$ cat src/rtl/pgsr_pkg.sv
// Package for the parity-guarded switch registers.
// Port codes, bit masks and the parity helper; no dependencies.
package pgsr_pkg;

  typedef enum logic [3:0] {
    PortSwOne   = 4'h4,
    PortSwTwo   = 4'h5,
    PortSwThree = 4'h6,
    PortVolume  = 4'h7,
    PortSwHigh  = 4'hE
  } port_e;

  localparam logic REQ_READ  = 1'b0;
  localparam logic REQ_WRITE = 1'b1;

  localparam logic [7:0] MASK_ONE_WR   = 8'hBC;
  localparam logic [7:0] INV_ONE       = 8'h04;
  localparam logic [7:0] MASK_TWO_WR   = 8'hAF;
  localparam logic [7:0] MASK_THREE_WR = 8'h3F;
  localparam logic [7:0] INV_THREE_WR  = 8'h08;
  localparam logic [7:0] MASK_THREE_RD = 8'h33;
  localparam logic [7:0] INV_THREE_RD  = 8'h02;
  localparam logic [7:0] PAR_BIT_LOW   = 8'h01;
  localparam logic [7:0] PAR_BIT_MID   = 8'h10;
  localparam logic [7:0] PAR_BIT_HIGH  = 8'h80;
  localparam logic [7:0] UNMAPPED_RD   = 8'hFF;

  // Set the spare bit when the byte has an even count of ones.
  function automatic logic [7:0] with_parity(logic [7:0] r, logic [7:0] pbit);
    return (^r) ? r : (r | pbit);
  endfunction

endpackage

$ cat src/rtl/parity_guarded_switch_registers.sv
// Parity-guarded switch registers: three switch bytes and a beep volume.
// Uses pgsr_pkg for port codes, masks and the parity helper.
//
// Usage:
//   Input channel (in_valid_i / in_stall_o) carries one bus access word:
//   req_type_i (0 read, 1 write), port_select_i and write_data_i.
//   Output channel (out_valid_o / out_stall_i) returns one word per access:
//   read_data_o, settings_changed_o and beep_volume_now_o.
//   Path: an accepted access reaches the outputs by way of the input register
//   and then the result register.
//   Throughput: one access per cycle; both stages move together whenever
//   the result register is empty or being taken.
//   The switch state is updated as an access moves from the input register
//   to the result register, so accesses see each other in order.
//   A write with even data parity or to an unmapped port changes nothing;
//   an unmapped read returns 0xFF.
//   Reset clears all switch bits, the volume and both stage valids.
//   When the receiver stalls, the result word holds and, once the input
//   register is also full, in_stall_o rises.
module parity_guarded_switch_registers (
  input  logic       clk_i,
  input  logic       rst_ni,
  input  logic       in_valid_i,
  output logic       in_stall_o,
  input  logic       req_type_i,
  input  logic [3:0] port_select_i,
  input  logic [7:0] write_data_i,
  output logic       out_valid_o,
  input  logic       out_stall_i,
  output logic [7:0] read_data_o,
  output logic       settings_changed_o,
  output logic [1:0] beep_volume_now_o
);

  // input register
  logic       s1_valid_q;
  logic       s1_type_q;
  logic [3:0] s1_port_q;
  logic [7:0] s1_data_q;

  // switch state
  logic [7:0] bank_one_q, bank_one_d;
  logic [7:0] bank_two_q, bank_two_d;
  logic [7:0] bank_three_q, bank_three_d;
  logic [1:0] beep_q, beep_d;

  // result register
  logic       out_valid_q;
  logic [7:0] rdata_q;
  logic       changed_q;

  logic       s2_free;
  logic       s1_adv;
  logic       in_acc;
  logic [7:0] rdata_d;
  logic       changed_d;
  logic       wr_ok;

  assign s2_free    = !out_valid_q || !out_stall_i;
  assign s1_adv     = s1_valid_q && s2_free;
  assign in_stall_o = s1_valid_q && !s2_free;
  assign in_acc     = in_valid_i && !in_stall_o;

  always_ff @(posedge clk_i or negedge rst_ni) begin
    if (!rst_ni) begin
      s1_valid_q <= 1'b0;
    end else if (in_acc) begin
      s1_valid_q <= 1'b1;
    end else if (s1_adv) begin
      s1_valid_q <= 1'b0;
    end
  end

  always_ff @(posedge clk_i) begin
    if (in_acc) begin
      s1_type_q <= req_type_i;
      s1_port_q <= port_select_i;
      s1_data_q <= write_data_i;
    end
  end

  assign wr_ok = (s1_type_q == pgsr_pkg::REQ_WRITE) && (^s1_data_q);

  always_comb begin
    bank_one_d   = bank_one_q;
    bank_two_d   = bank_two_q;
    bank_three_d = bank_three_q;
    beep_d       = beep_q;
    rdata_d      = '0;
    if (s1_type_q == pgsr_pkg::REQ_WRITE) begin
      if (wr_ok) begin
        unique case (pgsr_pkg::port_e'(s1_port_q))
          pgsr_pkg::PortSwOne: begin
            bank_one_d = (bank_one_q & ~pgsr_pkg::MASK_ONE_WR)
                       | ((s1_data_q ^ pgsr_pkg::INV_ONE) & pgsr_pkg::MASK_ONE_WR);
          end
          pgsr_pkg::PortSwTwo: begin
            bank_two_d = (bank_two_q & ~pgsr_pkg::MASK_TWO_WR)
                       | (s1_data_q & pgsr_pkg::MASK_TWO_WR);
          end
          pgsr_pkg::PortSwThree: begin
            bank_three_d = (bank_three_q & ~pgsr_pkg::MASK_THREE_WR)
                         | ((s1_data_q ^ pgsr_pkg::INV_THREE_WR)
                            & pgsr_pkg::MASK_THREE_WR);
          end
          pgsr_pkg::PortVolume: begin
            bank_two_d[4] = s1_data_q[5];
            beep_d        = s1_data_q[3:2];
          end
          pgsr_pkg::PortSwHigh: begin
            bank_three_d[7] = s1_data_q[4];
          end
          default: begin
          end
        endcase
      end
    end else begin
      unique case (pgsr_pkg::port_e'(s1_port_q))
        pgsr_pkg::PortSwOne: begin
          rdata_d = pgsr_pkg::with_parity(
              (bank_one_q ^ pgsr_pkg::INV_ONE) & pgsr_pkg::MASK_ONE_WR,
              pgsr_pkg::PAR_BIT_LOW);
        end
        pgsr_pkg::PortSwTwo: begin
          rdata_d = pgsr_pkg::with_parity(bank_two_q & pgsr_pkg::MASK_TWO_WR,
                                          pgsr_pkg::PAR_BIT_MID);
        end
        pgsr_pkg::PortSwThree: begin
          rdata_d = pgsr_pkg::with_parity(
              (bank_three_q ^ pgsr_pkg::INV_THREE_RD) & pgsr_pkg::MASK_THREE_RD,
              pgsr_pkg::PAR_BIT_HIGH);
        end
        pgsr_pkg::PortVolume: begin
          rdata_d = pgsr_pkg::with_parity(
              {2'b00, bank_two_q[4], 1'b0, beep_q, 2'b00}, pgsr_pkg::PAR_BIT_HIGH);
        end
        pgsr_pkg::PortSwHigh: begin
          rdata_d = pgsr_pkg::with_parity({3'b000, bank_three_q[7], 4'h0},
                                          pgsr_pkg::PAR_BIT_HIGH);
        end
        default: begin
          rdata_d = pgsr_pkg::UNMAPPED_RD;
        end
      endcase
    end
    changed_d = (bank_one_d != bank_one_q) || (bank_two_d != bank_two_q)
             || (bank_three_d != bank_three_q) || (beep_d != beep_q);
  end

  always_ff @(posedge clk_i or negedge rst_ni) begin
    if (!rst_ni) begin
      bank_one_q   <= '0;
      bank_two_q   <= '0;
      bank_three_q <= '0;
      beep_q       <= '0;
      out_valid_q  <= 1'b0;
    end else begin
      if (s1_adv) begin
        bank_one_q   <= bank_one_d;
        bank_two_q   <= bank_two_d;
        bank_three_q <= bank_three_d;
        beep_q       <= beep_d;
      end
      if (s2_free) begin
        out_valid_q <= s1_valid_q;
      end
    end
  end

  always_ff @(posedge clk_i) begin
    if (s1_adv) begin
      rdata_q   <= rdata_d;
      changed_q <= changed_d;
    end
  end

  assign out_valid_o        = out_valid_q;
  assign read_data_o        = rdata_q;
  assign settings_changed_o = changed_q;
  assign beep_volume_now_o  = beep_q;

  // a change report never comes with read data
  assert property (@(posedge clk_i) disable iff (!rst_ni)
    (out_valid_o && settings_changed_o) |-> (read_data_o == 8'h00))
    else $error("change flagged with nonzero read data");

  // read bytes carry odd parity, except the unmapped pattern and write words
  assert property (@(posedge clk_i) disable iff (!rst_ni)
    out_valid_o |-> ((^read_data_o) || (read_data_o == pgsr_pkg::UNMAPPED_RD)
                     || (read_data_o == 8'h00)))
    else $error("read data parity broken");

  // switch state moves only with an access leaving the input register
  assert property (@(posedge clk_i) disable iff (!rst_ni)
    !s1_adv |=> ($stable(bank_one_q) && $stable(bank_two_q)
                 && $stable(bank_three_q) && $stable(beep_q)))
    else $error("switch state changed without an access");

  // input stalls only while the input register holds a word
  assert property (@(posedge clk_i) disable iff (!rst_ni)
    in_stall_o |-> (s1_valid_q && out_valid_q))
    else $error("input stalled with room in the pipe");

endmodule
$ cat config.mk
export PLATFORM = sky130hd
export DESIGN_NAME = parity_guarded_switch_registers
export DESIGN_NICKNAME = d
export VERILOG_FILES = /design/src/rtl/pgsr_pkg.sv /design/src/rtl/parity_guarded_switch_registers.sv
export SDC_FILE = /design/constraint.sdc
export NUM_CORES = 1
export LEC_CHECK = 0
export BUFFER_PORTS_ARGS = -buffer_cell sky130_fd_sc_hd__clkbuf_2
export CAP_MARGIN = 20
export CORE_MARGIN = 3
export CORE_UTILIZATION = 45
export DETAILED_ROUTE_END_ITERATION = 10
export PLACE_DENSITY = 0.78
export SYNTH_ARGS = -nofsm -noshare
export SYNTH_HDL_FRONTEND = slang
export SYNTH_SLANG_ARGS = --single-unit
$ cat constraint.sdc
create_clock -name clk_i -period 2.5 [get_ports clk_i]
set_clock_uncertainty 0.1 [all_clocks]
set_input_delay 0.75 -clock clk_i [delete_from_list [all_inputs] [get_ports clk_i]]
set_output_delay 0.75 -clock clk_i [all_outputs]
set_load 0.05 [all_outputs]
# After elaboration in Yosys (flattened, before gate mapping)
# Index checks and enable logic that the tools add are counted.
totals:
  output_inout_bits: 13
  wordCells: 69
  in_bits: 17
  regBits: 50
classes:
  muxes: 23
  n_bitwise: 7
  n_eq_ne: 9
  reduce_logical: 19
op_table:
  columns: ["cell", "count"]
  rows:
  - ["$mux 8", 10]
  - ["$reduce_xor 8->1", 6]
  - ["$pmux 8 s5", 1]
  - ["$ne 8x8->1", 3]
  - ["$eq 4x3->1 const B", 4]
  - ["$or 7x8->8", 2]
  - ["$or 8x6->8", 1]
  - ["$mux 7", 1]
  - ["$mux 2", 3]
  - ["$mux 5", 1]
  - ["$eq 4x4->1 const B", 1]
  - ["$logic_and 1x1->1", 4]
  - ["$logic_not 1->1", 4]
  - ["$logic_or 1x1->1", 4]
  - ["$mux 4", 1]
  - ["$not 1->1", 4]
  - ["$pmux 1 s2", 2]
  - ["$mux 1", 3]
  - ["$mux 3", 1]
  - ["$ne 2x2->1", 1]
  - ["$reduce_bool 2->1", 1]

# Depth between registers and ports, before layout
depth:
  ltp_word: 9
  ltp_mapped: 7
  ltp_nobuf: 5

# Least setup slack after synthesis
# Ideal clock, no wire load.
synth_path:
  kind: "input to register"
  startpoint: "input port out_stall_i"
  endpoint: "register bank_two_q[4]"
  slack_ps: -390
  required_time_ps: 2275
  t_arrival_ps: 2665
  path_stages: 4
  path_cell_list: "a21boi_0 -> nand2_1 -> nor3_1 -> mux2_2"
synth_between:
  elab_chain_cells: 3
synth_rtl:
  columns: ["item", "line", "rtl"]
  rows:
  - ["start, declared", "parity_guarded_switch_registers.sv:29", "input logic out_stall_i,"]
  - ["$logic_not 1->1", "parity_guarded_switch_registers.sv:59", "assign s2_free = !out_valid_q || !out_stall_i;"]
  - ["$logic_or 1x1->1", "parity_guarded_switch_registers.sv:59", null]
  - ["$logic_and 1x1->1", "parity_guarded_switch_registers.sv:60", "assign s1_adv = s1_valid_q && s2_free;"]
  - ["end signal, assigned", "parity_guarded_switch_registers.sv:160", "bank_two_q <= bank_two_d;"]
  - ["end, declared", "parity_guarded_switch_registers.sv:43", "logic [7:0] bank_two_q, bank_two_d;"]
# Every way passes these cells.
# A chain may end at the register's enable or synchronous reset.

# Worst setup path in the final report
layout_path:
  startpoint: "register s1_data_q[4]"
  endpoint: "register bank_three_q[4]"
layout_between:
  elab_chain_cells: 4
layout_rtl:
  columns: ["item", "line", "rtl"]
  rows:
  - ["start, declared", "parity_guarded_switch_registers.sv:39", "logic [7:0] s1_data_q;"]
  - ["start signal, assigned", "parity_guarded_switch_registers.sv:78", "s1_data_q <= write_data_i;"]
  - ["$reduce_xor 8->1 / $or 8x6->8 (equally long branches)", "parity_guarded_switch_registers.sv:82, parity_guarded_switch_registers.sv:103", null]
  - ["$logic_and 1x1->1 / $mux 7 (equally long branches)", "parity_guarded_switch_registers.sv:82, parity_guarded_switch_registers.sv:92", null]
  - ["$mux 8 (*)", "parity_guarded_switch_registers.sv:91", "if (wr_ok) begin"]
  - ["$mux 8 (*)", "parity_guarded_switch_registers.sv:90", "if (s1_type_q == pgsr_pkg::REQ_WRITE) begin"]
  - ["end signal, assigned", "parity_guarded_switch_registers.sv:161", "bank_three_q <= bank_three_d;"]
  - ["end, declared", "parity_guarded_switch_registers.sv:44", "logic [7:0] bank_three_q, bank_three_d;"]
# Every way passes the cells marked *; elsewhere a longest branch is shown, timed or not.

==> metrics.csv <==
metric;value;unit
cts_tree;yes;
routabilityCongestion;0.9734;
finalHoldViolations;0;
synth_area;2381;um^2
drc;0;
fin_crit_sh;92.02;%
drtAntennaViolNets;0;
drive_above_1_share;29.80;%
clock_path_buffers;2;
min_path_type;primary input to async pin;
internal_power;1.394;mW
io_pins;30;
p_leak;1.138;nW
power.share.sequential;49.5;%
synthDistinctLibCells;41;
clkTransAtPathRegs;0.08;ns
grt_pass1_wl;8197;um
die_x;78.74;um
setup_slack;0.1995;ns
final_nets;261;
place_ws;0.1949;ns
clockPowerShare;19.8;%
r2r_end;bank_three_q[4]$_DFFE_PN0P_;
p_sw;0.6991;mW
numPortBuffers;29;
routed_wl;4855;um
dr.pass1.iters;4;
cts_setup_buffers;0;
p_comb_share;30.7;%
synth_seq_cells;45;
relSlewSlack;61.23;%
die-area;6200;um^2
cts_max_level;2;
pwr_density_cell;754.7;nW/um^2
grt_max_degree;24;
grt-ovfl-total;0;
startpoint_type;register;
cts-hold-fix-buffers;0;
crit_arrival;2.37;ns
grt_usage;17.20;%
synth.net_count;219;
r2r_slack;0.20;ns
vias;1722;
routedWlPerCell;15.56;um
startpoint;s1_data_q[4]$_DFFE_PP_;
clockRootBuffer;clkbuf_8;
maxCapViolCount;0;
cp.required;2.57;ns
timing.final.crit_period;2.301;ns
tns;0;ns
crit_type;register to register;
core-area;4911;um^2
setup_viol;0;
drv_slew;0;
antenna_found_initial;0;
p_total;2.093;mW
drtIter0Drc;198;
synth_cells;202;
peakVddDrop;0.4499;mV
vias_per_cell;5.519;
syn2layout_area_growth;16.45;%
outcome;finished, final reports clean;
cp_max_fo;6;
r2r_start;s1_data_q[4]$_DFFE_PP_;
post_cts_resized;0;
seq_area_frac_synth;51.92;%
async_reset_ff_share;51.11;%
postPlaceCellArea;2693;um^2
row_count;25;
end_kind;register;
tightest_slew;0.5816;ns
yosysWarnings;0;
syn_area_per_cell;11.79;um^2
clock_latency;0.29;ns
diodes;0;
max_freq;0.4347;GHz
swShare;33.41;%
final_area;2773;um^2
initial_core_util;48.48;%
r2r_cells;5;
critPathCapture;bank_three_q[4]$_DFFE_PN0P_;
grt_pass1_vias;1680;
clock_sinks;45;
synth_flop_cell;dfrtp_1;
fp.dieH;78.74;um
cts_buffers;5;
dp_hpwl;3762;um
worst_hold_slack;0.3415;ns
rsz0062_at_grt;false;
synth_edf_count;22;
[placed cells by master (no fill, tap or decap), drive strengths merged, types with 4 or more instances in the layout]
master  Yosys  routed
inv        12      12
nand2      12      12
xor2        5       5
nor2        7       7
xnor2      26      26
nand3       7       7
nor3        5       5
dfrtp      23      23
a21oi       5       5
nor2b       4       4
clkbuf      6      36
a221oi      5       5
mux2       18      18
mux2i       5       5
buf         4      16
edfxtp     22      22
[kinds of logic (layout without fill, tap and decap cells)]
| group | Yosys count | count (layout) | synth area share [%] |
|---|---|---|---|
| flip-flops | 45 | 45 | 51.92 |
| AND/OR/NAND/NOR | 44 | 44 | 10.77 |
| AO/OA/AOI/OAI | 37 | 37 | 11.35 |
| XOR/XNOR | 31 | 31 | 11.72 |
| multiplexers | 23 | 23 | 10.61 |
| buffers and inverters | 22 | 65 | 3.625 |
[state kept, by name, summed over array words and instances (netlist names), 2 cells and up]
name,flops
read_data_o,8
s1_port_q,4
beep_volume_now_o,2
bank_three_q,7
s1_data_q,8
bank_two_q,7
bank_one_q,5
[per-layer routing]
metal | share of wire, % | track usage, % | up-vias
met4 | 3.6 | 6.993 | 0
met1 | 42 | 22.89 | 811
met2 | 47 | 27.42 | 73
met5 | 0 | 0 | -
met3 | 7.0 | 3.628 | 18
li1 | - | - | 820
[area by class of cell]
class                      count  area [um^2]
clock buffer                   7        76.32
clock inverter                 1        3.754
inverter                      12        45.04
multi-input combinational    135         1062
fill                         414         2138
sequential                    45         1236
tap                           67        83.83
timing repair buffer          45        265.3
[per-stage QoR]
| step | utilization, % | instances |
|---|---|---|
| after global placement | 54.83 | 304 |
| after CTS | 56.46 | 312 |
| final | 56.46 | 312 |
| after global routing | 56.46 | 312 |
| after detailed placement | 54.83 | 304 |
| after floorplan | - | 202 |
[synthesized netlist by cell type, types with 2 or more instances]
| library cell | count | area, um^2 |
|---|---|---|
| a2111oi_0 | 2 | 17.52 |
| a21boi_0 | 2 | 15.01 |
| a21oi_1 | 5 | 25.02 |
| a221oi_1 | 5 | 43.79 |
| a31oi_1 | 3 | 18.77 |
| a41oi_1 | 2 | 17.52 |
| buf_2 | 3 | 15.01 |
| clkbuf_1 | 6 | 22.52 |
| dfrtp_1 | 23 | 575.6 |
| edfxtp_1 | 22 | 660.6 |
| inv_1 | 12 | 45.04 |
| mux2_2 | 18 | 202.7 |
| mux2i_1 | 5 | 50.05 |
| nand2_1 | 12 | 45.04 |
| nand2b_1 | 3 | 18.77 |
| nand3_1 | 7 | 35.03 |
| nor2_1 | 7 | 26.28 |
| nor2b_1 | 4 | 25.02 |
| nor3_1 | 4 | 20.02 |
| nor4_4 | 2 | 42.54 |
| o21ai_0 | 3 | 15.01 |
| o22ai_1 | 3 | 18.77 |
| o31ai_1 | 3 | 22.52 |
| xnor2_1 | 25 | 219.0 |
| xor2_1 | 5 | 43.79 |
[worst min-delay path by stage]
stage | from | to
finish | rst_ni | bank_three_q[7]$_DFFE_PN0P_
global route | rst_ni | bank_three_q[7]$_DFFE_PN0P_
CTS | rst_ni | bank_three_q[7]$_DFFE_PN0P_
detailed placement | s1_valid_q$_DFFE_PN0P_ | out_valid_o$_DFFE_PN0P_
global placement | s1_valid_q$_DFFE_PN0P_ | out_valid_o$_DFFE_PN0P_
floorplan | s1_valid_q$_DFFE_PN0P_ | out_valid_o$_DFFE_PN0P_
[worst max-delay path, stage by stage, from the launching register on]
cell,delay [ns]
edfxtp_1,0.46
xnor2_1,0.17
xnor2_1,0.33
xnor2_2,0.24
nor4_4,0.48
mux2_2,0.40
[power groups by stage]
stage	sequential, mW	combinational [mW]	clock [mW]
after detailed placement	1.05	0.644	0
after floorplan	1.09	0.441	0
after global placement	1.05	0.631	0
final	1.04	0.643	0.414
after global routing	1.05	0.698	0.461
after CTS	1.03	0.648	0.426
(Power assumes the default switching activity.)
